**config.mk**
```make
export PLATFORM = sky130hd
export DESIGN_NAME = switch_word_debounce_events_top
export DESIGN_NICKNAME = d
export VERILOG_FILES = /design/src/rtl/swde_pkg.sv /design/src/rtl/swde_front.sv /design/src/rtl/swde_queue.sv /design/src/rtl/swde_back.sv /design/src/rtl/switch_word_debounce_events_top.sv
export SDC_FILE = /design/constraint.sdc
export NUM_CORES = 1
export LEC_CHECK = 0
export BUFFER_PORTS_ARGS = -buffer_cell sky130_fd_sc_hd__buf_4
export CAP_MARGIN = 20
export CORE_UTILIZATION = 40
export DETAILED_ROUTE_END_ITERATION = 10
export HOLD_SLACK_MARGIN = 0.12
export PLACE_DENSITY = 0.68
export RECOVER_POWER = 25
export REMOVE_ABC_BUFFERS = 1
export SKIP_CTS_REPAIR_TIMING = 1
export SYNTH_ARGS = -nofsm -noshare
export SYNTH_HDL_FRONTEND = slang
export SYNTH_SLANG_ARGS = --single-unit
```
**constraint.sdc**
```tcl
create_clock -name clk -period 8 [get_ports clk]
set_input_delay 0.8 -clock clk [delete_from_list [all_inputs] [get_ports clk]]
set_output_delay 0.8 -clock clk [all_outputs]
set_load 0.01 [all_outputs]
```
**src/rtl/swde_pkg.sv**
```systemverilog
package swde_pkg;

  localparam int BANKS_DEF       = 2;
  localparam int BANK_BITS_DEF   = 16;
  localparam int QUEUE_DEPTH_DEF = 4;

  localparam int TIME_W     = 32;
  localparam int DEBOUNCE_W = 16;
  localparam int SW_NUM_W   = 5;

  localparam logic [DEBOUNCE_W-1:0] DEBOUNCE_RESET = 16'd50;

  // APB: one 32-bit register, word index taken from paddr[2]
  localparam int CFG_ADDR_W = 3;
  localparam int CFG_DATA_W = 32;
  localparam logic REG_DEBOUNCE = 1'b0;

endpackage

```
**src/rtl/swde_front.sv**
```systemverilog
module swde_front #(
  parameter int BANKS     = swde_pkg::BANKS_DEF,
  parameter int BANK_BITS = swde_pkg::BANK_BITS_DEF,
  parameter int BANK_W    = (BANKS > 1) ? $clog2(BANKS) : 1,
  parameter int ENTRY_W   = BANK_W + 2 * BANK_BITS
) (
  input  logic                              clk,
  input  logic                              rst_n,
  input  logic [swde_pkg::DEBOUNCE_W-1:0]   debounce_ms,
  input  logic                              in_valid,
  output logic                              in_stall,
  input  logic [BANK_W-1:0]                 in_bank,
  input  logic [BANK_BITS-1:0]              in_raw_word,
  input  logic [swde_pkg::TIME_W-1:0]       in_time_ms,
  input  logic                              q_full,
  output logic                              q_push,
  output logic [ENTRY_W-1:0]                q_wdata
);

  localparam int SLOTS = 2 ** BANK_W;

  logic [BANK_BITS-1:0]        prev_raw_r    [SLOTS];
  logic [BANK_BITS-1:0]        stable_word_r [SLOTS];
  logic [swde_pkg::TIME_W-1:0] change_time_r [SLOTS];

  logic                        accept;
  logic                        in_range;
  logic                        raw_changed;
  logic [swde_pkg::TIME_W-1:0] elapsed;
  logic                        settle;
  logic [BANK_BITS-1:0]        diff;

  assign in_stall    = q_full;
  assign accept      = in_valid && !in_stall;
  assign in_range    = ({1'b0, in_bank} < (BANK_W + 1)'(BANKS));
  assign raw_changed = (in_raw_word != prev_raw_r[in_bank]);
  assign elapsed     = in_time_ms - change_time_r[in_bank];
  assign diff        = in_raw_word ^ stable_word_r[in_bank];
  // a change on this scan never settles; it only restarts the settle time
  assign settle      = !raw_changed &&
                       (elapsed > {{(swde_pkg::TIME_W - swde_pkg::DEBOUNCE_W){1'b0}}, debounce_ms}) &&
                       (diff != '0);

  assign q_push  = accept && in_range && settle;
  assign q_wdata = {in_bank, diff, in_raw_word};

  always_ff @(posedge clk) begin
    if (!rst_n) begin
      for (int i = 0; i < SLOTS; i++) begin
        prev_raw_r[i]    <= '0;
        stable_word_r[i] <= '0;
        change_time_r[i] <= '0;
      end
    end else if (accept && in_range) begin
      prev_raw_r[in_bank] <= in_raw_word;
      if (raw_changed) begin
        change_time_r[in_bank] <= in_time_ms;
      end
      if (settle) begin
        stable_word_r[in_bank] <= in_raw_word;
      end
    end
  end

endmodule

```
**src/rtl/swde_queue.sv**
```systemverilog
module swde_queue #(
  parameter int WIDTH = 8,
  parameter int DEPTH = swde_pkg::QUEUE_DEPTH_DEF
) (
  input  logic             clk,
  input  logic             rst_n,
  input  logic             push,
  input  logic [WIDTH-1:0] wdata,
  output logic             full,
  input  logic             pop,
  output logic             q_valid,
  output logic [WIDTH-1:0] rdata
);

  localparam int PTR_W = (DEPTH > 1) ? $clog2(DEPTH) : 1;

  logic [WIDTH-1:0] mem [DEPTH];
  logic [PTR_W:0]   wr_ptr_r, wr_ptr_nxt;
  logic [PTR_W:0]   rd_ptr_r, rd_ptr_nxt;

  assign q_valid = (wr_ptr_r != rd_ptr_r);
  assign full    = (wr_ptr_r[PTR_W] != rd_ptr_r[PTR_W]) &&
                   (wr_ptr_r[PTR_W-1:0] == rd_ptr_r[PTR_W-1:0]);
  assign rdata   = mem[rd_ptr_r[PTR_W-1:0]];

  assign wr_ptr_nxt = push ? wr_ptr_r + 1'b1 : wr_ptr_r;
  assign rd_ptr_nxt = (pop && q_valid) ? rd_ptr_r + 1'b1 : rd_ptr_r;

  always_ff @(posedge clk) begin
    if (!rst_n) begin
      wr_ptr_r <= '0;
      rd_ptr_r <= '0;
    end else begin
      wr_ptr_r <= wr_ptr_nxt;
      rd_ptr_r <= rd_ptr_nxt;
    end
  end

  always_ff @(posedge clk) begin
    if (push) begin
      mem[wr_ptr_r[PTR_W-1:0]] <= wdata;
    end
  end

endmodule

```
**src/rtl/swde_back.sv**
```systemverilog
module swde_back #(
  parameter int BANKS     = swde_pkg::BANKS_DEF,
  parameter int BANK_BITS = swde_pkg::BANK_BITS_DEF,
  parameter int BANK_W    = (BANKS > 1) ? $clog2(BANKS) : 1,
  parameter int ENTRY_W   = BANK_W + 2 * BANK_BITS
) (
  input  logic                          clk,
  input  logic                          rst_n,
  input  logic                          q_valid,
  input  logic [ENTRY_W-1:0]            q_rdata,
  output logic                          q_pop,
  output logic                          out_valid,
  input  logic                          out_stall,
  output logic [swde_pkg::SW_NUM_W-1:0] out_switch_number,
  output logic                          out_level,
  output logic                          out_last_event
);

  localparam int IDX_W = $clog2(BANK_BITS);
  localparam int NUM_W = BANK_W + IDX_W + 1;

  logic                 busy_r, busy_nxt;
  logic [BANK_W-1:0]    bank_r, bank_nxt;
  logic [BANK_BITS-1:0] rem_r, rem_nxt;
  logic [BANK_BITS-1:0] raw_r, raw_nxt;

  logic                          out_valid_r, out_valid_nxt;
  logic [swde_pkg::SW_NUM_W-1:0] out_num_r, out_num_nxt;
  logic                          out_level_r, out_level_nxt;
  logic                          out_last_r, out_last_nxt;

  logic [BANK_BITS-1:0] low_bit;
  logic [IDX_W-1:0]     low_idx;
  logic                 is_last;
  logic                 advance;
  logic [NUM_W-1:0]     num;

  assign low_bit = rem_r & (~rem_r + 1'b1);
  assign is_last = ((rem_r & ~low_bit) == '0);

  always_comb begin
    low_idx = '0;
    for (int i = BANK_BITS - 1; i >= 0; i--) begin
      if (rem_r[i]) begin
        low_idx = IDX_W'(i);
      end
    end
  end

  assign num = NUM_W'(bank_r) * NUM_W'(BANK_BITS) + NUM_W'(low_idx);

  assign advance = busy_r && (!out_valid_r || !out_stall);
  // refill the work slot as soon as the current scan's final event leaves
  assign q_pop   = q_valid && (!busy_r || (advance && is_last));

  always_comb begin
    busy_nxt = busy_r;
    bank_nxt = bank_r;
    rem_nxt  = rem_r;
    raw_nxt  = raw_r;
    if (q_pop) begin
      busy_nxt = 1'b1;
      {bank_nxt, rem_nxt, raw_nxt} = q_rdata;
    end else if (advance) begin
      rem_nxt  = rem_r & ~low_bit;
      busy_nxt = !is_last;
    end
  end

  always_comb begin
    out_valid_nxt = out_valid_r;
    out_num_nxt   = out_num_r;
    out_level_nxt = out_level_r;
    out_last_nxt  = out_last_r;
    if (advance) begin
      out_valid_nxt = 1'b1;
      out_num_nxt   = num[swde_pkg::SW_NUM_W-1:0];
      out_level_nxt = raw_r[low_idx];
      out_last_nxt  = is_last;
    end else if (!out_stall) begin
      out_valid_nxt = 1'b0;
    end
  end

  always_ff @(posedge clk) begin
    if (!rst_n) begin
      busy_r      <= 1'b0;
      out_valid_r <= 1'b0;
    end else begin
      busy_r      <= busy_nxt;
      out_valid_r <= out_valid_nxt;
    end
  end

  always_ff @(posedge clk) begin
    bank_r      <= bank_nxt;
    rem_r       <= rem_nxt;
    raw_r       <= raw_nxt;
    out_num_r   <= out_num_nxt;
    out_level_r <= out_level_nxt;
    out_last_r  <= out_last_nxt;
  end

  assign out_valid         = out_valid_r;
  assign out_switch_number = out_num_r;
  assign out_level         = out_level_r;
  assign out_last_event    = out_last_r;

endmodule

```
**src/rtl/switch_word_debounce_events_top.sv**
```systemverilog
// Channel  | Handshake           | Payload
// ---------+---------------------+---------------------------------------------
// in       | in_valid / in_stall | in_bank, in_raw_word, in_time_ms
// out      | out_valid/out_stall | out_switch_number, out_level, out_last_event
// cfg      | APB psel/penable    | paddr, pwdata, prdata (debounce_ms at 0x0)
//
// One scan is accepted per cycle while in_stall is low; its bank state
// updates in that same cycle. Each settled scan yields one event per changed
// bit, drained at one per cycle by the back end unless out_stall holds it.
// The front stalls only when the change queue (QUEUE_DEPTH entries) is full.
// Reset clears all bank state and sets debounce_ms to 50; out_stall holds the
// output register without blocking new scans until the queue fills.
module switch_word_debounce_events_top #(
  parameter int BANKS       = swde_pkg::BANKS_DEF,
  parameter int BANK_BITS   = swde_pkg::BANK_BITS_DEF,
  parameter int QUEUE_DEPTH = swde_pkg::QUEUE_DEPTH_DEF,
  parameter int BANK_W      = (BANKS > 1) ? $clog2(BANKS) : 1
) (
  input  logic                            clk,
  input  logic                            rst_n,
  input  logic                            psel,
  input  logic                            penable,
  input  logic                            pwrite,
  input  logic [swde_pkg::CFG_ADDR_W-1:0] paddr,
  input  logic [swde_pkg::CFG_DATA_W-1:0] pwdata,
  output logic [swde_pkg::CFG_DATA_W-1:0] prdata,
  output logic                            pready,
  input  logic                            in_valid,
  output logic                            in_stall,
  input  logic [BANK_W-1:0]               in_bank,
  input  logic [BANK_BITS-1:0]            in_raw_word,
  input  logic [swde_pkg::TIME_W-1:0]     in_time_ms,
  output logic                            out_valid,
  input  logic                            out_stall,
  output logic [swde_pkg::SW_NUM_W-1:0]   out_switch_number,
  output logic                            out_level,
  output logic                            out_last_event
);

  localparam int ENTRY_W = BANK_W + 2 * BANK_BITS;

  logic [swde_pkg::DEBOUNCE_W-1:0] debounce_ms_r, debounce_ms_nxt;
  logic                            cfg_write;
  logic                            q_push, q_full, q_pop, q_valid;
  logic [ENTRY_W-1:0]              q_wdata, q_rdata;

  assign pready    = 1'b1;
  assign cfg_write = psel && penable && pwrite && pready &&
                     (paddr[2] == swde_pkg::REG_DEBOUNCE);
  assign debounce_ms_nxt = cfg_write ? pwdata[swde_pkg::DEBOUNCE_W-1:0] : debounce_ms_r;
  assign prdata = (paddr[2] == swde_pkg::REG_DEBOUNCE) ?
                  swde_pkg::CFG_DATA_W'(debounce_ms_r) : '0;

  always_ff @(posedge clk) begin
    if (!rst_n) begin
      debounce_ms_r <= swde_pkg::DEBOUNCE_RESET;
    end else begin
      debounce_ms_r <= debounce_ms_nxt;
    end
  end

  swde_front #(
    .BANKS     (BANKS),
    .BANK_BITS (BANK_BITS),
    .BANK_W    (BANK_W),
    .ENTRY_W   (ENTRY_W)
  ) u_front (
    .clk         (clk),
    .rst_n       (rst_n),
    .debounce_ms (debounce_ms_r),
    .in_valid    (in_valid),
    .in_stall    (in_stall),
    .in_bank     (in_bank),
    .in_raw_word (in_raw_word),
    .in_time_ms  (in_time_ms),
    .q_full      (q_full),
    .q_push      (q_push),
    .q_wdata     (q_wdata)
  );

  swde_queue #(
    .WIDTH (ENTRY_W),
    .DEPTH (QUEUE_DEPTH)
  ) u_queue (
    .clk     (clk),
    .rst_n   (rst_n),
    .push    (q_push),
    .wdata   (q_wdata),
    .full    (q_full),
    .pop     (q_pop),
    .q_valid (q_valid),
    .rdata   (q_rdata)
  );

  swde_back #(
    .BANKS     (BANKS),
    .BANK_BITS (BANK_BITS),
    .BANK_W    (BANK_W),
    .ENTRY_W   (ENTRY_W)
  ) u_back (
    .clk               (clk),
    .rst_n             (rst_n),
    .q_valid           (q_valid),
    .q_rdata           (q_rdata),
    .q_pop             (q_pop),
    .out_valid         (out_valid),
    .out_stall         (out_stall),
    .out_switch_number (out_switch_number),
    .out_level         (out_level),
    .out_last_event    (out_last_event)
  );

endmodule
```
; ---- Word level (Yosys, flattened, before mapping)
; Memory sizes are Yosys's and may differ from the RTL's. A register that Yosys moved wholly into a read port is not among the register bits.
; Cells that the tools add are included.
[totals]
regBits = 64
mem_bits_rw = 260
inputBits = 91
output_inout_bits = 42
wordCells = 109
mem_count = 4
[memory_table]
columns = name, words, width, read_ports, rd_ports_with_merged_regs, write_ports, line
row1 = u_queue.mem, 4, 33, 1, 1, 1, swde_queue.sv:17  ; logic [WIDTH-1:0] mem [DEPTH];
row2 = u_front.change_time_r, 2, 32, 1, 0, 2, swde_front.sv:24  ; logic [swde_pkg::TIME_W-1:0] change_time_r [SLOTS];
row3 = u_front.prev_raw_r, 2, 16, 1, 0, 2, swde_front.sv:22  ; logic [BANK_BITS-1:0] prev_raw_r [SLOTS];
row4 = u_front.stable_word_r, 2, 16, 1, 0, 2, swde_front.sv:23  ; logic [BANK_BITS-1:0] stable_word_r [SLOTS];
[classes]
n_addsub = 5
n_lt_le_gt_ge = 2
eq_ne = 5
muxes = 50
n_bitwise = 6
reduce_logical = 26
[op_table]
columns = cell, count
row1 = two-way mux 16 bit, 5
row2 = two-way mux 4 bit, 16
row3 = bitwise AND 16 bit, 2
row4 = > comparator 32 x 16 -> 1 bit, 1
row5 = two-way mux 32 bit, 1
row6 = NOT 16 bit, 2
row7 = OR reduction 16 bit, 2
row8 = OR reduction 32 bit, 1
row9 = subtractor 32 bit, 1
row10 = two-way mux 1 bit, 25
row11 = "adder 16 x 1 -> 16 bit, second input constant", 1
row12 = zero test 16 bit, 1
row13 = inequality test 16 bit, 1
row14 = nonzero test 16 bit, 1
row15 = bitwise XOR 16 bit, 1
row16 = logical AND 1 bit, 12
row17 = "adder 3 x 1 -> 3 bit, second input constant", 2
row18 = zero test 1 bit, 6
row19 = adder 5 x 4 -> 5 bit, 1
row20 = "< comparator 4 x 5 -> 1 bit, second input constant", 1
row21 = binary-select mux 1 bit (select 4 bit), 1
row22 = two-way mux 2 bit, 2
row23 = inequality test 3 bit, 1
row24 = == test 2 bit, 1
row25 = 5 further kinds, 6

; ---- Logic depth before layout (Yosys ltp)
; Gate-level depths: netlist of run 1.
[logic_depth]
ltp_word = 18
ltp_mapped = 26

; ---- By module
; Synthesis of run 1 repeated with hierarchy kept, for this count alone.
[unflattened]
cells_unflattened = 1303
area_unflattened_um2 = 16882.4
[modules_own_cells]
columns = module, n_inst, cells_each, area_each_um2, seq_area_each_um2
row1 = swde_front, 1, 791, 8545.7, 3843.7
row2 = swde_queue, 1, 228, 5247.5, 4124.0
row3 = swde_back, 1, 178, 2167.1, 1241.2
row4 = switch_word_debounce_events_top, 1, 106, 922.1, 320.3

; ---- Worst setup path after synthesis of run 1
; No wires, ideal clock.
[synth_path]
kind = input to register
from = input port in_bank
to = memory u_queue.mem[0][0] (netlist bit) (enable)
setup_ns = 0.424
arrival_ns = 6.517
t_required_ns = 7.576
slack_ns = 1.059
path_stages = 22
n_path_buf = 6
path_cell_list = clkbuf_1 -> buf_2 -> buf_2 -> buf_1 -> mux2i_1 -> ha_1 -> nor2b_1 -> o2111ai_1 -> a21oi_2 -> or3b_2 -> xor2_1 -> ha_1 -> nand4_1 -> nor3_1 -> o311ai_0 -> nand4_1 -> nor4_1 -> nand3_1 -> o41ai_2 -> buf_4 -> buf_6 -> nor2_1
[synth_between]
elab_chain_len = 8
word_cells_on_any_way = 14
cone_classes = add/sub: 1 / order compare: 1 / eq/ne: 1 / mux: 2 / bitwise: 1 / reduce/logical: 5 / memory: 3
[synth_rtl]
columns = element, line
row1 = start: declaration, switch_word_debounce_events_top.sv:30  ; input logic [BANK_W-1:0] in_bank,
row2 = memory read (2 x 32 bit) / memory read (2 x 16 bit) (equally long branches), -
row3 = subtractor 32 bit / inequality test 16 bit (equally long branches), "swde_front.sv:37, swde_front.sv:36"
row4 = > comparator 32 x 16 -> 1 bit / zero test 1 bit (equally long branches), "swde_front.sv:41, swde_front.sv:40"
row5 = logical AND 1 bit, swde_front.sv:40  ; assign settle = !raw_changed &&
row6 = logical AND 1 bit (*), swde_front.sv:41  ; (elapsed > {{(swde_pkg::TIME_W - swde_pkg::DEBOUNCE_W){1'b0}}, debounce_ms}) &&
row7 = logical AND 1 bit (*), swde_front.sv:44  ; assign q_push = accept && in_range && settle;
row8 = two-way mux 1 bit (*), swde_queue.sv:40  ; if (push) begin
row9 = two-way mux 1 bit (implied by the code) (*), swde_queue.sv:41  ; mem[wr_ptr_r[PTR_W-1:0]] <= wdata;
row10 = end: declaration, swde_queue.sv:17
; Mark *: on every way between the ends. The rest lies on a longest branch, timed or not.

==> report_table.html, run 1 <==
<table>
<tr><th>Metric</th><th>Value</th></tr>
<tr><th colspan="2">Outcome</th></tr>
<tr><td>Result of the run</td><td>finished, violations left</td></tr>
<tr><td>Violations in the final reports</td><td>max-capacitance violations, max-slew violations</td></tr>
<tr><th colspan="2">Synth</th></tr>
<tr><td>Commonest register cell after synthesis</td><td>sky130_fd_sc_hd__edfxtp_1</td></tr>
<tr><td>Share of synthesized flip-flops with an asynchronous set or reset</td><td>0%</td></tr>
<tr><td>Compound-Gate Fraction of Synth Area</td><td>under 10%</td></tr>
<tr><td>Instance count of the mapped netlist</td><td>1293</td></tr>
<tr><td>Count of synthesis-stage warnings from yosys</td><td>0</td></tr>
<tr><td>Parity-gate share of the synthesized area counting xor and xnor cells</td><td>3.02%</td></tr>
<tr><td>Synthesized cell area</td><td>~0.016 mm2</td></tr>
<tr><td>Avg Cell Area, Syn</td><td>12.6 um2</td></tr>
<tr><td>Number of different library cells in the post-synthesis netlist</td><td>70</td></tr>
<tr><td>#FFs+latches synth</td><td>between 300 and 400</td></tr>
<tr><td>Number of synthesized flops with an enable pin</td><td>300</td></tr>
<tr><td>Portion of netlist area occupied by mux cells</td><td>about a tenth</td></tr>
<tr><td>Main combinational cell family by area after synthesis</td><td>simple AND/OR/NAND/NOR gates</td></tr>
<tr><td>Post-synthesis share of cell area spent on and, or, nand and nor gates</td><td>12.1%</td></tr>
<tr><td>Arithmetic-cell share of the synthesized area counting full adders, half adders and majority gates</td><td>4.46%</td></tr>
<tr><td>Sequential share of the synthesized area</td><td>just under 60%</td></tr>
<tr><th colspan="2">Placement</th></tr>
<tr><td>Routability-driven placement congestion ratio</td><td>0.866</td></tr>
<tr><td>HPWL after detailed placement</td><td>23600 um</td></tr>
<tr><td>Count of buffers inserted at the top-level ports</td><td>just under 100</td></tr>
<tr><th colspan="2">Floorplan</th></tr>
<tr><td>Initial Utilization</td><td>40.7%</td></tr>
<tr><td>X dimension of the die</td><td>approximately 200 um</td></tr>
<tr><td>Area enclosed by the die boundary</td><td>0.0415 mm2</td></tr>
<tr><td>Number of standard-cell rows in the floorplan</td><td>73</td></tr>
<tr><td>Die Y</td><td>204 um</td></tr>
<tr><td>I/O pin total</td><td>133</td></tr>
<tr><td>Area of the core region</td><td>0.0399 mm2</td></tr>
<tr><th colspan="2">Detailed routing</th></tr>
<tr><td>Met1 routed wirelength after detailed routing</td><td>15600 um</td></tr>
<tr><td>Violation count after the first detailed-route iteration</td><td>675</td></tr>
<tr><td>Top layer used by detailed routing</td><td>met4</td></tr>
<tr><td>Remaining antenna violation count</td><td>0</td></tr>
<tr><td>Length of routed met2 wiring</td><td>17200 um</td></tr>
<tr><td>Routed via count</td><td>about 10000</td></tr>
<tr><td>Routed wire per std cell</td><td>18.1 um</td></tr>
<tr><td>Iteration count of the initial detailed-routing pass</td><td>5</td></tr>
<tr><td>Routed wire length on met3</td><td>1240 um</td></tr>
<tr><td>Via-to-Cell Ratio</td><td>between 5 and 6</td></tr>
<tr><td>DR DRC count</td><td>0</td></tr>
<tr><td>WL final</td><td>roughly 35000 um</td></tr>
<tr><th colspan="2">Power</th></tr>
<tr><td>Part of the power in registers</td><td>48.5%</td></tr>
<tr><td>Net switching component of the power</td><td>1.09 mW</td></tr>
<tr><td>Combinational cell fraction of total power</td><td>15.3%</td></tr>
<tr><td>Pwr dens</td><td>roughly 230 mW/mm2</td></tr>
<tr><td>Static leakage</td><td>6.79 nW</td></tr>
<tr><td>Sw Share</td><td>26.1%</td></tr>
<tr><td>Internal power component</td><td>roughly 3 mW</td></tr>
<tr><td>Worst vdd ir</td><td>approximately 0.16 mV</td></tr>
<tr><td>Clock group share of total power</td><td>36.2%</td></tr>
<tr><th colspan="2">STA</th></tr>
<tr><td>Worst Skew</td><td>0.0246 ns</td></tr>
<tr><td>Post-route minimum period</td><td>6.47 ns</td></tr>
<tr><td>Worst hold-check slack</td><td>0.436 ns</td></tr>
<tr><td>Headroom to the max-slew limit</td><td>-90.0%</td></tr>
<tr><td>Number of failing hold endpoints at the final stage</td><td>0</td></tr>
<tr><td>Setup repair after global routing missed its margin</td><td>false</td></tr>
<tr><td>Total negative slack for setup checks</td><td>0 ns</td></tr>
<tr><td>Final-report max-slew violation count</td><td>82</td></tr>
<tr><td>Final setup viols</td><td>0</td></tr>
<tr><td>Worst-Margin Slew</td><td>2.85 ns</td></tr>
<tr><td>Max Clk Rate</td><td>155 MHz</td></tr>
<tr><td>Post-route clock period utilization</td><td>80.9%</td></tr>
<tr><th colspan="2">Clock tree</th></tr>
<tr><td>CTS clock-pin slew for the worst setup and hold paths</td><td>around 0.060 ns</td></tr>
<tr><td>Clock tree from TritonCTS</td><td>built</td></tr>
<tr><td>Clock buffer depth</td><td>3</td></tr>
<tr><td>Clock sink count</td><td>approximately 330</td></tr>
<tr><td>Root buffer cell</td><td>sky130_fd_sc_hd__clkbuf_16</td></tr>
<tr><td># H-tree levels</td><td>2</td></tr>
<tr><td>Insertion delay of the later-clocked pin in the worst-skew pair</td><td>about 0.55 ns</td></tr>
<tr><td>Number of clock buffers inserted by TritonCTS</td><td>36</td></tr>
<tr><th colspan="2">Finish</th></tr>
<tr><td>Sequential standard cell area</td><td>0.00953 mm2</td></tr>
<tr><td>Fillcell total</td><td>3578</td></tr>
<tr><td>Net total in the final layout</td><td>1525</td></tr>
<tr><td>Number of antenna cells inserted</td><td>0</td></tr>
<tr><td>Multi-input logic area</td><td>0.00621 mm2</td></tr>
<tr><td>Area growth from synthesis to layout</td><td>13.3%</td></tr>
<tr><td>Layout cell share with drive strength beyond 1</td><td>between 10% and 20%</td></tr>
<tr><th colspan="2">Run</th></tr>
<tr><td>Number of max-capacitance violations reported</td><td>3</td></tr>
<tr><th colspan="2">Min path</th></tr>
<tr><td>Min-delay worst type</td><td>flip-flop to flip-flop</td></tr>
<tr><th colspan="2">GRT</th></tr>
<tr><td>Pin count of the biggest net entering global routing</td><td>68</td></tr>
<tr><td>Number of antenna violations at the first check in global routing</td><td>0</td></tr>
<tr><td>Global-route wire length before repair</td><td>56300 um</td></tr>
<tr><td>All-Layer GR Usage</td><td>17.3%</td></tr>
<tr><td>Via count of the first global-routing pass</td><td>~10000</td></tr>
<tr><td>GR Overflow Total</td><td>0</td></tr>
<tr><th colspan="2">Critical path</th></tr>
<tr><td>Critical Path Source Type</td><td>input port</td></tr>
<tr><td>Required time at the endpoint of the critical path</td><td>8.27 ns</td></tr>
<tr><td>Data arrival time of the worst path</td><td>6.74 ns</td></tr>
<tr><td>Crit Path Class</td><td>input port to flip-flop</td></tr>
<tr><td>Crit Path Max Fanout</td><td>34</td></tr>
<tr><td>Type of element capturing the critical path</td><td>flip-flop</td></tr>
</table>
==> final timing paths <==
check	cells past startpoint	slack (ns)	start	end
worst max-delay path	22	1.53	in_bank	u_front.stable_word_r[0][12]
worst min register to register	0	0.44	u_back.bank_r	u_back.out_switch_number[4]
worst min-delay path	0	0.44	u_back.bank_r	u_back.out_switch_number[4]
worst max register to register	21	2.07	u_front.change_time_r[1][0]	u_front.stable_word_r[0][12]
==> power groups by stage <==
| stage | clock, mW | sequential, mW | combinational (mW) |
|---|---|---|---|
| 2_1_floorplan | 0 | 2.06 | 0.422 |
| 3_3_place_gp | 0 | 2.05 | 0.636 |
| 3_5_place_dp | 0 | 2.06 | 0.649 |
| 4_1_cts | 1.55 | 2.02 | 0.653 |
| 5_1_grt | 1.62 | 2.03 | 0.709 |
| 6_report | 1.51 | 2.02 | 0.637 |
==> kinds of logic after synthesis <==
family	after synthesis
AO/OA/AOI/OAI	201
XOR/XNOR	56
adder cells (fa/ha/maj)	58
buffers and inverters	143
flip-flops	326
multiplexers	118
other	2
AND/OR/NAND/NOR	389
==> cells in the mapped netlist (all sizes together), types with 6 or more instances <==
master	n	area, um2
edfxtp	300	9010
nand2	94	353
mux2i	83	831
nor3	77	390
and3	67	419
nor2	66	248
inv	59	221
ha	54	676
a21oi	53	277
clkbuf	50	188
xnor2	46	403
o21ai	41	205
buf	33	214
mux4	33	743
dfxtp	26	521
a21boi	17	128
nand4	14	87.6
nand3	12	60.1
o21a	12	90.1
a211oi	11	82.6
a21o	11	82.6
nor2b	10	62.6
nor4	10	62.6
xor2	10	87.6
and2	9	56.3
o31ai	9	67.6
o211ai	7	52.6
or3	6	37.5
==> per-stage QoR <==
stage	worst slack, ns	total power, mW	area, um2	instances	util (%)
CTS	1.56	4.23	18500	1925	46.5
global route	1.06	4.36	18400	1928	46.2
detailed placement	1.01	2.71	17500	1863	43.8
finish	1.53	4.17	18400	1928	46.2
floorplan	0.814	2.48	15900	1225	-
global placement	1.13	2.69	17500	1863	43.8
==> routing by layer <==
metal  GRT usage [%]  up-vias
met5               0        -
li1                -     5005
met1            22.7     5145
met3            2.65       54
met2            29.4      167
met4            5.40        0
==> cell usage in the layout, fill, tap and decap left out, types with 36 or more instances in the layout <==
| cell | instances |
|---|---|
| sky130_fd_sc_hd__nor3_1 | 76 |
| sky130_fd_sc_hd__edfxtp_1 | 300 |
| sky130_fd_sc_hd__o21ai_0 | 38 |
| sky130_fd_sc_hd__nor2_1 | 60 |
| sky130_fd_sc_hd__mux2i_1 | 83 |
| sky130_fd_sc_hd__and3_1 | 67 |
| sky130_fd_sc_hd__xnor2_1 | 46 |
| sky130_fd_sc_hd__buf_4 | 68 |
| sky130_fd_sc_hd__nand2_1 | 94 |
| sky130_fd_sc_hd__ha_1 | 54 |
| sky130_fd_sc_hd__clkbuf_1 | 52 |
| sky130_fd_sc_hd__clkbuf_16 | 36 |
| sky130_fd_sc_hd__inv_1 | 59 |
| sky130_fd_sc_hd__a21oi_1 | 50 |
==> registers in the layout, indices dropped and copies added (netlist names), 3 cells and up, named ones only <==
signal	count
debounce_ms_r	16
u_queue.mem	132
u_front.prev_raw_r	32
u_front.change_time_r	64
u_queue.wr_ptr_r	3
u_queue.rd_ptr_r	3
u_back.rem_r	16
u_back.out_switch_number	5
u_back.raw_r	16
u_front.stable_word_r	32
==> critical path, stage by stage <==
cell and delay (ns):
sky130_fd_sc_hd__buf_4 0.43, sky130_fd_sc_hd__mux2_2 0.42, sky130_fd_sc_hd__ha_1 0.21, sky130_fd_sc_hd__fa_1 0.41, sky130_fd_sc_hd__nor2b_1 0.17, sky130_fd_sc_hd__o2111ai_1 0.24, sky130_fd_sc_hd__a211oi_1 0.39, sky130_fd_sc_hd__nor2_1 0.14
sky130_fd_sc_hd__nand2_1 0.13, sky130_fd_sc_hd__xor2_1 0.08, sky130_fd_sc_hd__ha_1 0.32, sky130_fd_sc_hd__nand4_1 0.14, sky130_fd_sc_hd__nor3_1 0.33, sky130_fd_sc_hd__nand2_1 0.13, sky130_fd_sc_hd__o311ai_0 0.19, sky130_fd_sc_hd__nand4_1 0.16
sky130_fd_sc_hd__nor4_1 0.29, sky130_fd_sc_hd__nand3_1 0.29, sky130_fd_sc_hd__o41ai_4 0.60, sky130_fd_sc_hd__buf_4 0.43, sky130_fd_sc_hd__o21ai_1 0.09, sky130_fd_sc_hd__buf_4 0.28
==> cell type report <==
cell class	count	share of cell area [%]
inverters	60	1.22
clock inverters	17	0.652
well taps	525	3.56
flip-flops and latches	326	51.7
multi-input cells	839	33.7
clock buffers	45	5.13
repair buffers	116	4.03
Power figures use the tool's default switching activity.
==> run 2: changes to the inputs <==
Settings changed: ABC_AREA from default to 1.
Clock period 8 ns to 6.26 ns, I/O delays scaled along.
==> run 2 against run 1 <==
Effect of this change: the flow still finishes with violations (max-capacitance violations, max-slew violations); first-iteration DRC count rose by 7.9%; clock-buffer cell count rose by 7; clock skew decreased by 0.013 ns; sequential power rose by 37%; cell area is 0.40% higher; core utilization is 0.079 points higher; sequential cell count unchanged; critical path depth rose by 1; clock power rose by 33%; area after synthesis increased by 0.33%; via count increased by 13%; critical path type unchanged; largest cell class unchanged.
==> report_table.html, run 2 <==
<table>
<tr><th>Metric</th><th>Value</th></tr>
<tr><th colspan="2">Power</th></tr>
<tr><td>Net switching component of the power</td><td>slightly above 2 mW</td></tr>
<tr><td>Worst vdd ir</td><td>0.199 mV</td></tr>
<tr><td>Sw Share</td><td>32.1%</td></tr>
<tr><td>Static leakage</td><td>7.66 nW</td></tr>
<tr><td>Pwr dens</td><td>347 mW/mm2</td></tr>
<tr><td>Part of the power in registers</td><td>43.2%</td></tr>
<tr><td>Combinational cell fraction of total power</td><td>roughly a quarter</td></tr>
<tr><td>Clock group share of total power</td><td>31.3%</td></tr>
<tr><td>Internal power component</td><td>roughly 4.4 mW</td></tr>
<tr><th colspan="2">GRT</th></tr>
<tr><td>GR Overflow Total</td><td>0</td></tr>
<tr><td>Pin count of the biggest net entering global routing</td><td>68</td></tr>
<tr><td>Global-route wire length before repair</td><td>just under 60000 um</td></tr>
<tr><td>Via count of the first global-routing pass</td><td>11282</td></tr>
<tr><td>All-Layer GR Usage</td><td>17.6%</td></tr>
<tr><td>Number of antenna violations at the first check in global routing</td><td>2</td></tr>
<tr><th colspan="2">Critical path</th></tr>
<tr><td>Type of element capturing the critical path</td><td>flip-flop</td></tr>
<tr><td>R2r startpoint</td><td>u_front.change_time_r[1][1]</td></tr>
<tr><td>Critical Path Most Common Cell</td><td>sky130_fd_sc_hd__nand2_1</td></tr>
<tr><td>Crit Path Max Fanout</td><td>29</td></tr>
<tr><td>Crit Path Class</td><td>input port to flip-flop</td></tr>
<tr><td>Critical path destination</td><td>u_front.stable_word_r[0][6]</td></tr>
<tr><td>Data arrival time of the worst path</td><td>5.15 ns</td></tr>
<tr><td>Critical Path Source Type</td><td>input port</td></tr>
<tr><td>Worst r2r path cells</td><td>22</td></tr>
<tr><td>Required time at the endpoint of the critical path</td><td>approximately 6.4 ns</td></tr>
<tr><td>Capturing point of the worst reg2reg path</td><td>u_front.stable_word_r[0][6]</td></tr>
<tr><td>Max stage delay on crit path</td><td>0.70 ns</td></tr>
<tr><td>Crit path cell chain</td><td>buf_4 &gt; buf_4 &gt; mux2i_1 &gt; ha_1 &gt; a21oi_1 &gt; o21ai_2 &gt; nand2_1 &gt; nand2_1 &gt; nand3_1 &gt; nand3_1 &gt; xor2_1 &gt; ha_1 &gt; nand2_1 &gt; nor2_1 &gt; nand4_1 &gt; o21bai_1 &gt; a21oi_1 &gt; nor2_1 &gt; nand3_1 &gt; nor2_1 &gt; nand2_4 &gt; nand4_4 &gt; nand2_1</td></tr>
<tr><td>Slowest cell on the critical path</td><td>sky130_fd_sc_hd__nand2_1</td></tr>
<tr><td>Worst-case register-to-register setup slack</td><td>1.43 ns</td></tr>
<tr><td>Critical path launch point</td><td>in_bank</td></tr>
<tr><th colspan="2">Floorplan</th></tr>
<tr><td>I/O pin total</td><td>133</td></tr>
<tr><td>Initial Utilization</td><td>40.8%</td></tr>
<tr><td>Number of standard-cell rows in the floorplan</td><td>73</td></tr>
<tr><td>Area enclosed by the die boundary</td><td>0.0416 mm2</td></tr>
<tr><td>Die Y</td><td>roughly 200 um</td></tr>
<tr><td>X dimension of the die</td><td>204 um</td></tr>
<tr><td>Area of the core region</td><td>0.0400 mm2</td></tr>
<tr><th colspan="2">Detailed routing</th></tr>
<tr><td>DR DRC count</td><td>0</td></tr>
<tr><td>Via-to-Cell Ratio</td><td>5.06</td></tr>
<tr><td>WL final</td><td>36500 um</td></tr>
<tr><td>Remaining antenna violation count</td><td>0</td></tr>
<tr><td>Iteration count of the initial detailed-routing pass</td><td>5</td></tr>
<tr><td>Routed wire per std cell</td><td>15.8 um</td></tr>
<tr><td>Violation count after the first detailed-route iteration</td><td>728</td></tr>
<tr><td>Routed via count</td><td>11704</td></tr>
<tr><th colspan="2">Finish</th></tr>
<tr><td>Net total in the final layout</td><td>1910</td></tr>
<tr><td>Fin util</td><td>between 40 and 50%</td></tr>
<tr><td>Number of flip-flops in the largest register</td><td>132</td></tr>
<tr><td>Most used cells in the layout excluding fill and tap cells</td><td>320 x sky130_fd_sc_hd__nand2_1, 300 x sky130_fd_sc_hd__edfxtp_1, 290 x sky130_fd_sc_hd__nor2_1, 163 x sky130_fd_sc_hd__inv_1, 114 x sky130_fd_sc_hd__o21ai_0</td></tr>
<tr><td>Most common library cell in the layout ignoring fill and taps</td><td>sky130_fd_sc_hd__nand2_1</td></tr>
<tr><td>Area growth from synthesis to layout</td><td>13.4%</td></tr>
<tr><td>Number of antenna cells inserted</td><td>0</td></tr>
<tr><td>Layout cell share with drive strength beyond 1</td><td>between 8 and 9%</td></tr>
<tr><th colspan="2">Synth</th></tr>
<tr><td>Most common cell in the synthesized netlist</td><td>sky130_fd_sc_hd__nand2_1</td></tr>
<tr><td>#FFs+latches synth</td><td>326</td></tr>
<tr><td>Instance count of the mapped netlist</td><td>1671</td></tr>
<tr><td>Cell type contributing the most total cell area after synthesis</td><td>sky130_fd_sc_hd__edfxtp_1</td></tr>
<tr><td>Number of synthesized flops with an enable pin</td><td>300</td></tr>
<tr><td>Avg Cell Area, Syn</td><td>between 9 and 10 um2</td></tr>
<tr><td>Commonest register cell after synthesis</td><td>sky130_fd_sc_hd__edfxtp_1</td></tr>
<tr><td>Portion of synthesized cell area occupied by the leading cell type</td><td>55.2%</td></tr>
<tr><td>Synth top cells by count</td><td>320 x sky130_fd_sc_hd__nand2_1, 300 x sky130_fd_sc_hd__edfxtp_1, 293 x sky130_fd_sc_hd__nor2_1, 162 x sky130_fd_sc_hd__inv_1, 114 x sky130_fd_sc_hd__o21ai_0</td></tr>
<tr><td>Synthesized cell area</td><td>0.0163 mm2</td></tr>
<tr><td>Sequential share of the synthesized area</td><td>58.4%</td></tr>
<tr><td>Number of different library cells in the post-synthesis netlist</td><td>46</td></tr>
<tr><td>Count of synthesis-stage warnings from yosys</td><td>0</td></tr>
<tr><td>Share of synthesized flip-flops with an asynchronous set or reset</td><td>0%</td></tr>
<tr><td>Most area-consuming cells after synthesis</td><td>sky130_fd_sc_hd__edfxtp_1 55%, sky130_fd_sc_hd__nand2_1 7.4%, sky130_fd_sc_hd__nor2_1 6.7%</td></tr>
<tr><th colspan="2">Placement</th></tr>
<tr><td>Count of buffers inserted at the top-level ports</td><td>97</td></tr>
<tr><td>Routability-driven placement congestion ratio</td><td>0.897</td></tr>
<tr><td>HPWL after detailed placement</td><td>25400 um</td></tr>
<tr><td>Worst slack, placed</td><td>0.802 ns</td></tr>
<tr><th colspan="2">STA</th></tr>
<tr><td>Final setup viols</td><td>0</td></tr>
<tr><td>Number of failing hold endpoints at the final stage</td><td>0</td></tr>
<tr><td>Worst Setup Slack, final</td><td>1.30 ns</td></tr>
<tr><td>Final-report max-slew violation count</td><td>between 60 and 70</td></tr>
<tr><td>Worst Skew</td><td>0.0116 ns</td></tr>
<tr><td>Max Clk Rate</td><td>201 MHz</td></tr>
<tr><td>Worst-Margin Slew</td><td>1.72 ns</td></tr>
<tr><td>Post-route clock period utilization</td><td>between 70 and 80%</td></tr>
<tr><td>Headroom to the max-slew limit</td><td>-14.8%</td></tr>
<tr><td>Setup repair after global routing missed its margin</td><td>false</td></tr>
<tr><td>Total negative slack for setup checks</td><td>0 ns</td></tr>
<tr><td>Post-route minimum period</td><td>slightly below 5 ns</td></tr>
<tr><th colspan="2">Outcome</th></tr>
<tr><td>Violations in the final reports</td><td>max-capacitance violations, max-slew violations</td></tr>
<tr><td>Result of the run</td><td>finished, violations left</td></tr>
<tr><th colspan="2">Clock tree</th></tr>
<tr><td>Number of clock buffers inserted by TritonCTS</td><td>36</td></tr>
<tr><td>Clock buffer depth</td><td>3</td></tr>
<tr><td>Clock tree from TritonCTS</td><td>built</td></tr>
<tr><td>Root buffer cell</td><td>sky130_fd_sc_hd__clkbuf_16</td></tr>
<tr><td># H-tree levels</td><td>2</td></tr>
<tr><td>Clock sink count</td><td>326</td></tr>
<tr><td>CTS clock-pin slew for the worst setup and hold paths</td><td>0.06 ns</td></tr>
<tr><td>Insertion delay of the later-clocked pin in the worst-skew pair</td><td>0.55 ns</td></tr>
<tr><th colspan="2">Min path</th></tr>
<tr><td>Min-delay worst type</td><td>input port to flip-flop</td></tr>
<tr><th colspan="2">Run</th></tr>
<tr><td>Number of max-capacitance violations reported</td><td>2</td></tr>
</table>
==> run 2: power groups by stage <==
stage               sequential, mW  combinational (mW)  clock, mW
floorplan                     2.84                1.07          0
global placement              2.81                1.59          0
detailed placement            2.82                1.63          0
CTS                           2.77                1.64       2.04
global route                  2.79                1.85       2.12
finish                        2.77                1.63       2.01
==> run 2: final cells by class <==
cell class / instances / area [um2]
Clock inverter: 12 / 119
Inverter: 167 / 628
Timing Repair Buffer: 112 / 756
Fill cell: 3743 / 21500
Sequential cell: 326 / 9530
Multi-Input combinational cell: 1121 / 5820
Tap cell: 525 / 657
Clock buffer: 52 / 992
==> run 2: logic make-up after synthesis <==
kind of cell	count (synthesis)	share of synthesized area (%)
XOR/XNOR	52	2.79
adder cells (fa/ha/maj)	55	4.26
flip-flops	326	58.4
buffers and inverters	239	6.37
multiplexers	29	1.78
AND/OR/NAND/NOR	725	18.3
other	2	0.0460
AO/OA/AOI/OAI	243	8.02
==> run 2: routing by layer <==
metal / vias up / global-route usage [%] / wire length (um)
met5: - / 0 / 23
met4: 4 / 5.70 / 887
met3: 64 / 3.11 / 1790
li1: 5795 / - / -
met1: 5538 / 23.0 / 16200
met2: 303 / 29.7 / 17700
==> run 2: worst min path at each step <==
stage / start / end / slack, ns / depth (start not counted)
floorplan: u_back.bank_r / u_back.out_switch_number[4] / 0.40 / 0
global placement: u_back.bank_r / u_back.out_switch_number[4] / 0.41 / 0
detailed placement: u_back.bank_r / u_back.out_switch_number[4] / 0.43 / 0
CTS: pwdata[1] / debounce_ms_r[1] / 0.28 / 3
global route: pwdata[5] / debounce_ms_r[5] / 0.31 / 3
finish: pwdata[1] / debounce_ms_r[1] / 0.30 / 3
==> run 2: stage by stage <==
step | cells | hold slack [ns] | cell area, um2 | total power, mW
6_report | 2315 | 0.301 | 18500 | 6.42
5_1_grt | 2315 | 0.314 | 18500 | 6.76
4_1_cts | 2314 | 0.282 | 18600 | 6.46
3_5_place_dp | 2250 | 0.426 | 17500 | 4.45
3_3_place_gp | 2250 | 0.405 | 17500 | 4.40
2_1_floorplan | 1614 | 0.400 | 16000 | 3.91
==> run 2: critical path, delay by kind of cell <==
family | cells | cell delay (ns)
AO/OA/AOI/OAI | 4 | 0.73
XOR/XNOR | 1 | 0.17
adder cells (fa/ha/maj) | 2 | 0.59
buffers and inverters | 2 | 0.62
multiplexers | 1 | 0.27
AND/OR/NAND/NOR | 13 | 2.09
==> run 3: changes to the inputs <==
Clock period 6.26 ns to 5.12 ns, I/O delays scaled along.
==> run 3 against run 2 <==
Effect of this change: the run still ends with max-capacitance violations, max-slew violations left; combinational power up 22%; global-route usage about the same; sequential share of layout area down 0.36 points; final cell count up 0.22%; die area unchanged; register-to-register slack worse by 0.61 ns; clock skew up 0.014 ns; non-clock buffer count up 7.
==> report_table.html, run 3 (synthesis gave the netlist of run 2 again) <==
<table>
<tr><th>Metric</th><th>Value</th></tr>
<tr><th colspan="2">Floorplan</th></tr>
<tr><td>Initial Utilization</td><td>40.8%</td></tr>
<tr><td>I/O pin total</td><td>133</td></tr>
<tr><td>Area enclosed by the die boundary</td><td>0.0416 mm2</td></tr>
<tr><td>Area of the core region</td><td>between 0.04 and 0.05 mm2</td></tr>
<tr><td>Die Y</td><td>204 um</td></tr>
<tr><td>Number of standard-cell rows in the floorplan</td><td>73</td></tr>
<tr><td>X dimension of the die</td><td>204 um</td></tr>
<tr><th colspan="2">STA</th></tr>
<tr><td>Worst Skew</td><td>between 0.02 and 0.03 ns</td></tr>
<tr><td>Final-report max-slew violation count</td><td>32</td></tr>
<tr><td>Final setup viols</td><td>0</td></tr>
<tr><td>Headroom to the max-slew limit</td><td>-0.117%</td></tr>
<tr><td>Number of failing hold endpoints at the final stage</td><td>0</td></tr>
<tr><td>Worst-Margin Slew</td><td>1.50 ns</td></tr>
<tr><td>Setup repair after global routing missed its margin</td><td>false</td></tr>
<tr><td>Post-route minimum period</td><td>4.38 ns</td></tr>
<tr><td>Max Clk Rate</td><td>~230 MHz</td></tr>
<tr><td>Post-route clock period utilization</td><td>85.6%</td></tr>
<tr><th colspan="2">GRT</th></tr>
<tr><td>Global-route wire length before repair</td><td>~58000 um</td></tr>
<tr><td>Number of antenna violations at the first check in global routing</td><td>2</td></tr>
<tr><td>GR Overflow Total</td><td>0</td></tr>
<tr><td>Pin count of the biggest net entering global routing</td><td>67</td></tr>
<tr><td>Via count of the first global-routing pass</td><td>11105</td></tr>
<tr><td>All-Layer GR Usage</td><td>17.7%</td></tr>
<tr><th colspan="2">Critical path</th></tr>
<tr><td>Critical path destination</td><td>u_queue.mem[1][14]</td></tr>
<tr><td>R2r startpoint</td><td>u_front.change_time_r[1][1]</td></tr>
<tr><td>Worst-case register-to-register setup slack</td><td>0.82 ns</td></tr>
<tr><td>Crit-path leading delay family</td><td>simple AND/OR/NAND/NOR gates</td></tr>
<tr><td>Capturing point of the worst reg2reg path</td><td>u_queue.mem[1][14]</td></tr>
<tr><td>Worst path buffer plus inverter count</td><td>4</td></tr>
<tr><td>Slowest cell on the critical path</td><td>sky130_fd_sc_hd__fa_1</td></tr>
<tr><td>Critical path launch point</td><td>in_bank</td></tr>
<tr><td>Required time at the endpoint of the critical path</td><td>about 5.3 ns</td></tr>
<tr><td>Crit Path Class</td><td>input port to flip-flop</td></tr>
<tr><td>Crit Path Max Fanout</td><td>33</td></tr>
<tr><td>Max stage delay on crit path</td><td>0.45 ns</td></tr>
<tr><td>Critical Path Most Common Cell</td><td>sky130_fd_sc_hd__nand2_1</td></tr>
<tr><td>Worst r2r path cells</td><td>23</td></tr>
<tr><td>Data arrival time of the worst path</td><td>~4.6 ns</td></tr>
<tr><td>Critical Path Source Type</td><td>input port</td></tr>
<tr><td>Type of element capturing the critical path</td><td>flip-flop</td></tr>
<tr><td>Instance count on the critical path</td><td>26</td></tr>
<tr><th colspan="2">Placement</th></tr>
<tr><td>Count of buffers inserted at the top-level ports</td><td>slightly below 100</td></tr>
<tr><td>Routability-driven placement congestion ratio</td><td>slightly below 0.9</td></tr>
<tr><td>HPWL after detailed placement</td><td>25800 um</td></tr>
<tr><td>Post-Place Cell Area</td><td>around 0.018 mm2</td></tr>
<tr><th colspan="2">Finish</th></tr>
<tr><td>Area growth from synthesis to layout</td><td>14.2%</td></tr>
<tr><td>Fin util</td><td>46.6%</td></tr>
<tr><td>Fillcell total</td><td>3727</td></tr>
<tr><td>Sequential standard cell area</td><td>approximately 0.0095 mm2</td></tr>
<tr><td>Multi-input logic area</td><td>0.00582 mm2</td></tr>
<tr><td>Final non-filler cell area</td><td>0.0186 mm2</td></tr>
<tr><td>Number of flip-flops in the largest register</td><td>between 100 and 150</td></tr>
<tr><td>Number of antenna cells inserted</td><td>0</td></tr>
<tr><td>Most used cells in the layout excluding fill and tap cells</td><td>320 x sky130_fd_sc_hd__nand2_1, 300 x sky130_fd_sc_hd__edfxtp_1, 289 x sky130_fd_sc_hd__nor2_1, 162 x sky130_fd_sc_hd__inv_1, 114 x sky130_fd_sc_hd__o21ai_0</td></tr>
<tr><td>Layout cell share with drive strength beyond 1</td><td>around a tenth</td></tr>
<tr><td>Most common library cell in the layout ignoring fill and taps</td><td>sky130_fd_sc_hd__nand2_1</td></tr>
<tr><td>Net total in the final layout</td><td>1916</td></tr>
<tr><th colspan="2">Clock tree</th></tr>
<tr><td>Root buffer cell</td><td>sky130_fd_sc_hd__clkbuf_16</td></tr>
<tr><td>Insertion delay of the later-clocked pin in the worst-skew pair</td><td>0.54 ns</td></tr>
<tr><td>Clock sink count</td><td>326</td></tr>
<tr><td># H-tree levels</td><td>2</td></tr>
<tr><td>Number of clock buffers inserted by TritonCTS</td><td>35</td></tr>
<tr><td>CTS clock-pin slew for the worst setup and hold paths</td><td>0.06 ns</td></tr>
<tr><td>Clock tree from TritonCTS</td><td>built</td></tr>
<tr><td>Clock buffer depth</td><td>3</td></tr>
<tr><th colspan="2">Detailed routing</th></tr>
<tr><td>DR DRC count</td><td>0</td></tr>
<tr><td>WL final</td><td>36400 um</td></tr>
<tr><td>Violation count after the first detailed-route iteration</td><td>just under 800</td></tr>
<tr><td>Routed via count</td><td>11588</td></tr>
<tr><td>Routed wire per std cell</td><td>15.7 um</td></tr>
<tr><td>Iteration count of the initial detailed-routing pass</td><td>7</td></tr>
<tr><td>Remaining antenna violation count</td><td>0</td></tr>
<tr><td>Via-to-Cell Ratio</td><td>4.99</td></tr>
<tr><th colspan="2">Outcome</th></tr>
<tr><td>Violations in the final reports</td><td>max-capacitance violations, max-slew violations</td></tr>
<tr><td>Result of the run</td><td>finished, violations left</td></tr>
<tr><th colspan="2">Power</th></tr>
<tr><td>Power, Total</td><td>7.86 mW</td></tr>
<tr><td>Worst vdd ir</td><td>about 0.24 mV</td></tr>
<tr><td>Pwr dens</td><td>roughly 420 mW/mm2</td></tr>
<tr><td>Static leakage</td><td>between 7 and 8 nW</td></tr>
<tr><th colspan="2">Run</th></tr>
<tr><td>Number of max-capacitance violations reported</td><td>1</td></tr>
<tr><th colspan="2">Min path</th></tr>
<tr><td>Min-delay worst type</td><td>input port to flip-flop</td></tr>
</table>
==> run 3: report_power, final <==
group	switching [mW]	internal (mW)	leakage, nW	total [mW]
sequential	0.0989	3.29	3.11	3.39
combinational	1.37	0.615	4.06	1.99
clock	1.00	1.48	0.548	2.49
total	2.48	5.39	7.73	7.86
==> run 3: per-layer routing <==
layer / vias to the layer above / global-route usage [%] / part of all wire (%)
met3: 59 / 3.30 / 4.7
met2: 237 / 30.1 / 48
li1: 5817 / - / -
met4: 4 / 5.30 / 2.4
met5: - / 0 / 0.063
met1: 5471 / 22.8 / 45
==> run 3: stage by stage <==
stage / worst slack (ns) / setup TNS (ns) / std cells / hold slack (ns)
global placement: 0.449 / 0 / 2258 / 0.409
detailed placement: 0.404 / 0 / 2258 / 0.413
global route: 0.428 / 0 / 2320 / 0.197
CTS: 0.763 / 0 / 2320 / 0.164
floorplan: -0.134 / -17.71 / 1614 / 0.400
finish: 0.738 / 0 / 2320 / 0.195
==> run 3: worst min-delay path by stage <==
| stage | slack (ns) | cells past startpoint | end | start |
|---|---|---|---|---|
| global route | 0.20 | 3 | debounce_ms_r[5] | pwdata[5] |
| global placement | 0.41 | 0 | u_back.out_switch_number[4] | u_back.bank_r |
| CTS | 0.16 | 3 | debounce_ms_r[1] | pwdata[1] |
| floorplan | 0.40 | 0 | u_back.out_switch_number[4] | u_back.bank_r |
| finish | 0.20 | 3 | debounce_ms_r[1] | pwdata[1] |
| detailed placement | 0.41 | 0 | u_back.out_switch_number[4] | u_back.bank_r |
==> run 3: cell type report <==
cell class | count | area share (%)
Sequential cell | 326 | 51.2
Multi-Input combinational cell | 1121 | 31.2
Clock buffer | 46 | 4.98
Timing Repair Buffer | 119 | 4.65
Tap cell | 525 | 3.53
Inverter | 167 | 3.37
Clock inverter | 16 | 1.07
==> run 3: tightest hold or removal path, stage by stage <==
cell and delay [ns]:
sky130_fd_sc_hd__buf_4 0.08, sky130_fd_sc_hd__nand2_1 0.04, sky130_fd_sc_hd__o211ai_1 0.06
